<file path="config.mk">
export PLATFORM = sky130hd
export DESIGN_NAME = cnf_ctrl
export DESIGN_NICKNAME = d
export VERILOG_FILES = /design/src/sv/cnf_pkg.sv /design/src/sv/cnf_ctrl.sv
export SDC_FILE = /design/constraint.sdc
export NUM_CORES = 1
export LEC_CHECK = 0
export ABC_AREA = 1
export BUFFER_PORTS_ARGS = -buffer_cell sky130_fd_sc_hd__buf_2
export CAP_MARGIN = 20
export CORE_AREA = 5 5 42 44
export DETAILED_ROUTE_END_ITERATION = 6
export DIE_AREA = 0 0 47 49
export PLACE_DENSITY = 0.51
export SYNTH_ARGS = -nofsm -noshare
export SYNTH_HDL_FRONTEND = slang
export SYNTH_SLANG_ARGS = --single-unit
</file>
<file path="constraint.sdc">
create_clock -name clk_i -period 2.1 [get_ports clk_i]
set_input_delay 0.315 -clock clk_i [delete_from_list [all_inputs] [get_ports clk_i]]
set_output_delay 0.315 -clock clk_i [all_outputs]
set_load 0.1 [all_outputs]
</file>
<file path="src/sv/cnf_pkg.sv">
// ----------------------------------------------------------------------------
// cnf_pkg
// Shared types, constants and the stripe sine helper for the cellular noise
// F2 minus F1 block.
// ----------------------------------------------------------------------------
package cnf_pkg;

  // Default parameter values
  localparam int SiteCountMaxDef   = 256;
  localparam int TexSizeMaxDef     = 1024;
  localparam int SineTableDepthDef = 1024;

  // Fixed field widths
  localparam int COORD_W  = 16;
  localparam int STEP_W   = 15;
  localparam int CNT_W    = 9;
  localparam int DIST_W   = 34;
  localparam int ROOT_W   = 17;
  localparam int COL_W    = 10;
  localparam int EDGE_W   = 18;
  localparam int MAX_W    = 17;
  localparam int STRIPE_W = 8;
  localparam int CFG_IDX_W  = 3;
  localparam int CFG_DATA_W = 34;
  localparam int COL_COUNT  = 2 ** COL_W;

  // World position and distance widths
  localparam int WORLD_W = 27;
  localparam int DIFF_W  = 28;
  localparam int ABS_W   = 27;
  localparam int SQ_W    = 54;
  localparam int SUM_W   = 55;

  // Q30 angle constants
  localparam longint unsigned Q30_TWO_PI  = 64'd6746518852;
  localparam longint unsigned Q30_PI      = 64'd3373259426;
  localparam longint unsigned Q30_HALF_PI = 64'd1686629713;
  localparam longint unsigned SERIES_DIV [1:7] = '{6, 20, 42, 72, 110, 156, 210};

  localparam logic signed [EDGE_W:0] EDGE_HI = 19'sd131071;
  localparam logic signed [EDGE_W:0] EDGE_LO = -19'sd131072;

  typedef enum logic [1:0] {
    KIND_LOAD  = 2'd0,
    KIND_PIXEL = 2'd1,
    KIND_CLEAR = 2'd2
  } kind_e;

  typedef enum logic [CFG_IDX_W-1:0] {
    CFG_ORIGIN_X = 3'd0,
    CFG_ORIGIN_Y = 3'd1,
    CFG_STEP_X   = 3'd2,
    CFG_STEP_Y   = 3'd3,
    CFG_SITE_CNT = 3'd4,
    CFG_DIST_CAP = 3'd5
  } cfg_idx_e;

  typedef enum logic [2:0] {
    ST_IDLE,
    ST_WORLD,
    ST_SCAN,
    ST_DRAIN,
    ST_ROOT,
    ST_EMIT
  } state_e;

  typedef struct packed {
    logic [1:0]                kind;
    logic [7:0]                site_slot;
    logic signed [COORD_W-1:0] site_x;
    logic signed [COORD_W-1:0] site_y;
    logic [COL_W-1:0]          pixel_col;
    logic [COL_W-1:0]          pixel_row;
  } item_t;

  typedef struct packed {
    logic signed [EDGE_W-1:0] edge_value;
    logic [MAX_W-1:0]         running_max;
  } result_t;

  // Controller to datapath commands
  typedef struct packed {
    logic load_we;
    logic clr_max;
    logic latch_px;
    logic world;
    logic issue;
    logic root_go;
    logic emit;
  } ctl_cmd_t;

  // Datapath to controller status
  typedef struct packed {
    logic slot_ok;
    logic pix_ok;
    logic issue_done;
    logic pipe_empty;
    logic root_done;
  } dp_sts_t;

  // Stripe value from a Q30 angle in [0, 2pi): 0.01 * sin in Q13, rounded
  function automatic logic signed [STRIPE_W-1:0] cnf_stripe_of_angle(
      input longint unsigned angle);
    longint unsigned a;
    longint unsigned x2;
    longint unsigned term;
    longint unsigned pos;
    longint unsigned nsum;
    longint unsigned mag;
    logic            neg;
    a    = angle;
    neg  = 1'b0;
    if (a > Q30_PI) begin
      neg = 1'b1;
      a   = Q30_TWO_PI - a;
    end
    if (a > Q30_HALF_PI) begin
      a = Q30_PI - a;
    end
    x2   = (a * a) >> 30;
    term = a;
    pos  = a;
    nsum = 0;
    for (int k = 1; k <= 7; k++) begin
      term = ((term * x2) >> 30) / SERIES_DIV[k];
      if ((k % 2) == 1) nsum = nsum + term;
      else pos = pos + term;
    end
    mag = (pos > nsum) ? pos - nsum : 64'd0;
    mag = (mag * 64'd2048 + 64'd13421772800) / 64'd26843545600;
    return neg ? -STRIPE_W'(mag) : STRIPE_W'(mag);
  endfunction

endpackage

</file>
<file path="src/sv/cnf_ctrl.sv">
// ----------------------------------------------------------------------------
// cnf_ctrl
// Sequencer: decodes beats, walks the site scan, square roots and result.
// ----------------------------------------------------------------------------
module cnf_ctrl import cnf_pkg::*; (
  input  logic       clk_i,
  input  logic       rst_ni,
  input  logic       start_i,
  input  logic [1:0] kind_i,
  input  dp_sts_t    sts_i,
  output ctl_cmd_t   cmd_o,
  output logic       busy_o
);

  state_e state_q, state_d;

  // Hold state
  always_ff @(posedge clk_i or negedge rst_ni) begin
    if (!rst_ni) state_q <= ST_IDLE;
    else state_q <= state_d;
  end

  // Next state and commands
  always_comb begin
    state_d = state_q;
    cmd_o   = '0;
    case (state_q)
      ST_IDLE: begin
        if (start_i) begin
          case (kind_i)
            KIND_LOAD:  cmd_o.load_we = sts_i.slot_ok;
            KIND_CLEAR: cmd_o.clr_max = 1'b1;
            KIND_PIXEL: begin
              if (sts_i.pix_ok) begin
                cmd_o.latch_px = 1'b1;
                state_d        = ST_WORLD;
              end
            end
            default: ;
          endcase
        end
      end
      ST_WORLD: begin
        cmd_o.world = 1'b1;
        state_d     = ST_SCAN;
      end
      ST_SCAN: begin
        if (sts_i.issue_done) state_d = ST_DRAIN;
        else cmd_o.issue = 1'b1;
      end
      ST_DRAIN: begin
        if (sts_i.pipe_empty) begin
          cmd_o.root_go = 1'b1;
          state_d       = ST_ROOT;
        end
      end
      ST_ROOT: begin
        if (sts_i.root_done) state_d = ST_EMIT;
      end
      ST_EMIT: begin
        cmd_o.emit = 1'b1;
        state_d    = ST_IDLE;
      end
      default: state_d = ST_IDLE;
    endcase
  end

  assign busy_o = (state_q != ST_IDLE);

endmodule

</file>
After elaboration in Yosys (flattened, before gate mapping)

Index checks and enable logic that the tools add are counted.
W data, S select, Z words.

Reduce and logical (&&, ||, !) cells: 4
Mux-type cells: 19
Equality and inequality tests: 13

Operators with widths:

| operator             | count |
|---|---|
| $mux W3              | 8 |
| $pmux W3 S5          | 1 |
| $mux W1              | 10 |
| $ne A2 B2 Y1 const B | 5 |
| $eq A3 B2 Y1 const B | 2 |
| $eq A3 B3 Y1 const B | 2 |
| $reduce_and A6 Y1    | 1 |
| $eq A3 B1 Y1 const B | 1 |
| $logic_not A3 Y1     | 1 |
| $reduce_bool A3 Y1   | 1 |
| $eq A2 B1 Y1 const B | 1 |
| $eq A2 B2 Y1 const B | 1 |
| $logic_not A2 Y1     | 1 |
| $ne A2 B1 Y1 const B | 1 |

Output and inout bits: 8
Bits of input ports: 10
Logic and storage cells: 37
Register bits: 3

Longest topological paths before layout

Depth in word-level cells: 4
Gate-level depth with buffers: 7
Gate-level depth less buffers: 7

Least setup slack after synthesis

OpenSTA, ideal clock, no wires.

Kind: reg-to-output
Start: register state_q[1]
End: output port cmd_o[6] (netlist name)
Data arrival time: 3771 ps
Data required time: 1785 ps
Path buffers: 1
Stages on the path, launching flop included: 5
Path slack: -1986 ps
Cells stage by stage: dfrtp_1 buf_6 nor2_2 nand2_4 nor4_1

RTL lines:

| what                     | RTL line       | RTL |
|---|---|---|
| start: declaration       | cnf_ctrl.sv:15 | `state_e state_q, state_d;` |
| start signal: assignment | cnf_ctrl.sv:20 | `else state_q <= state_d;` |
| end: declaration         | cnf_ctrl.sv:11 | `output ctl_cmd_t cmd_o,` |

==> run metrics <==
grt ovf=0; Critical Setup Path Class=flop to output port; cell type with the largest total area after synthesis=dfrtp_1; IO buf count=17; Startpoint Class=flop; vias=345; CTS Sinks=3; Slew headroom=0.677; Largest regs=state_q: 3 flops; total clock buffers created by CTS=3; # DRC=0; FFs w/ async S/R, synth=1.00; DP Cell Count=74; cell count after synthesis=42; # H-tree levels=1; initial antenna violation count=0; Yosys warning count=0; grt met1 use=0.0949; gr busiest metal=met2; count leader, synth=nand2_1; layout cells sized above 1=0.524; Slew Viols, Final=0; register area share after synthesis=0.260; Area Overhead vs Synth=69.7%; Syn Nets=52; max cap viols=0; top_reg_cell synth=dfrtp_1; cells along the critical path=nor2_4, nand2_8, nor4_4, buf_2; synth top area cells=dfrtp_1 26%, nand2_1 12%, nand3_1 6.9%; Worst EP arrival=1600 ps; Ant. Diodes=0; area of the core=0.00140 mm²; global-route wire length before repair=1350 µm; commonest cells in the synthesized netlist=9 x nand2_1, 5 x inv_1, 4 x nand3_1; status=completed; HP Class=input port to flop; Post-synth EDFFs=0; Total GRT Usage=0.0748; root buf cell=clkbuf_4; vias in the first global route=366; largest net degree at the start of global routing=9; fillers=166; critical path's top delay family=flip-flops; wire per inst=9.27 µm; final net count=74; Final Cycle Share=0.912; worst-margin pin slew=488 ps; CTS clk-pin slew, worst paths=40 ps; slowest stage cell, crit path=dfrtp_1; Synth Register Bits=3; Syn Area/Cell=6.88 µm²; Max Fclk=0.522 GHz; post-synth cell types=18; clock skew=0.164 ps; unrepaired setup endpoints after global routing=false; # Post-CTS Setup Buffers=0; vias per cell=4.37; antenna-violating nets left=0; GR Util met3=0.0185; CP peak stage delay=480 ps; endpoints failing setup=0; TritonCTS clock tree=built; fin cells=79; starting density of the core=0.206; WP buf/inv=1; final number of hold-violating endpoints=0; mapped cell area=289 µm²; worst-path fanout max=8; Final Critical Period=1910 ps; fin util=0.350; routed wire length=732 µm; design area=490 µm²; die width=47 µm; 1st-pass router iterations=4; Die Ht=49 µm; # rows=14; clock latency on the worst-skew pair=220 ps; 1st-iter DRT viols=7; met2 usage=0.111; CTS max path bufs=2; GP Congestion=0.752; Largest register FFs=3; Top-Level Pins=18; full die area=0.00230 mm²; Critical Path RT=1780 ps; Top reg by flops=state_q; detailed-placement wirelength estimate=639 µm; top cell type's share of synthesized area=0.260; Worst Setup End Kind=output port; DP Area=454 µm²
-- metal layers --
metal	up-vias	share of wire
li1	178	-
met1	158	0.40
met2	9	0.52
met3	0	0.078
met4	0	0
met5	-	0
-- worst min-delay path: stages --
cell	delay, ps
buf_2	70
nand3b_1	110
nand2_1	60
-- repair_timing --
item,4_1_cts,5_1_grt
hold buffers,1,0
resized for setup,0,0
hold endpoints to repair,3,0
-- worst paths after layout --
kind / start / endpoint / cells after the start / slack (ps)
setup / recovery: state_q[1] / cmd_o[6] / 4 / 190
hold / removal: sts_i[0] / state_q[2] / 3 / 380
setup reg to reg: state_q[1] / state_q[2] / 6 / 910
hold reg to reg: state_q[2] / state_q[2] / 2 / 620
max in group asynchronous: rst_ni / state_q[0] / 2 / 1590
min in group asynchronous: rst_ni / state_q[1] / 2 / 410
-- cell usage in the layout (no fill, tap or decap), types with 2 or more instances in the layout --
cell type,instances
inv_2,2
clkbuf_4,3
nor2_1,2
nand2_1,9
inv_1,5
dfrtp_1,3
o21ai_0,2
nor2_4,2
nand3_1,4
buf_2,16
nor2_2,3
-- stage by stage --
step                worst slack (ps)  hold slack, ps  setup TNS [ps]
CTS                              155             372               0
detailed placement               410             110               0
global placement                 428             113               0
global route                    93.1             418               0
floorplan                       -182            19.4            -318
finish                           185             382               0
-- kinds of logic (layout without fill, tap and decap cells) --
logic type,count (synthesis),in the layout,synth area share
flip-flops,3,3,0.260
AO/OA/AOI/OAI,3,3,0.0519
AND/OR/NAND/NOR,28,28,0.558
buffers and inverters,8,29,0.130
-- final cells by class --
cell class              count  area (µm²)  share of cell area
clock buffers               4        26.3              0.0536
inverters                   7        26.3              0.0536
multi-input cells          31         233               0.474
flip-flops and latches      3        75.1               0.153
well taps                  16        20.0              0.0408
repair buffers             18         110               0.224
Power is not shown: default switching activity piles up to over one toggle a cycle in this logic, so the estimate is an artifact.
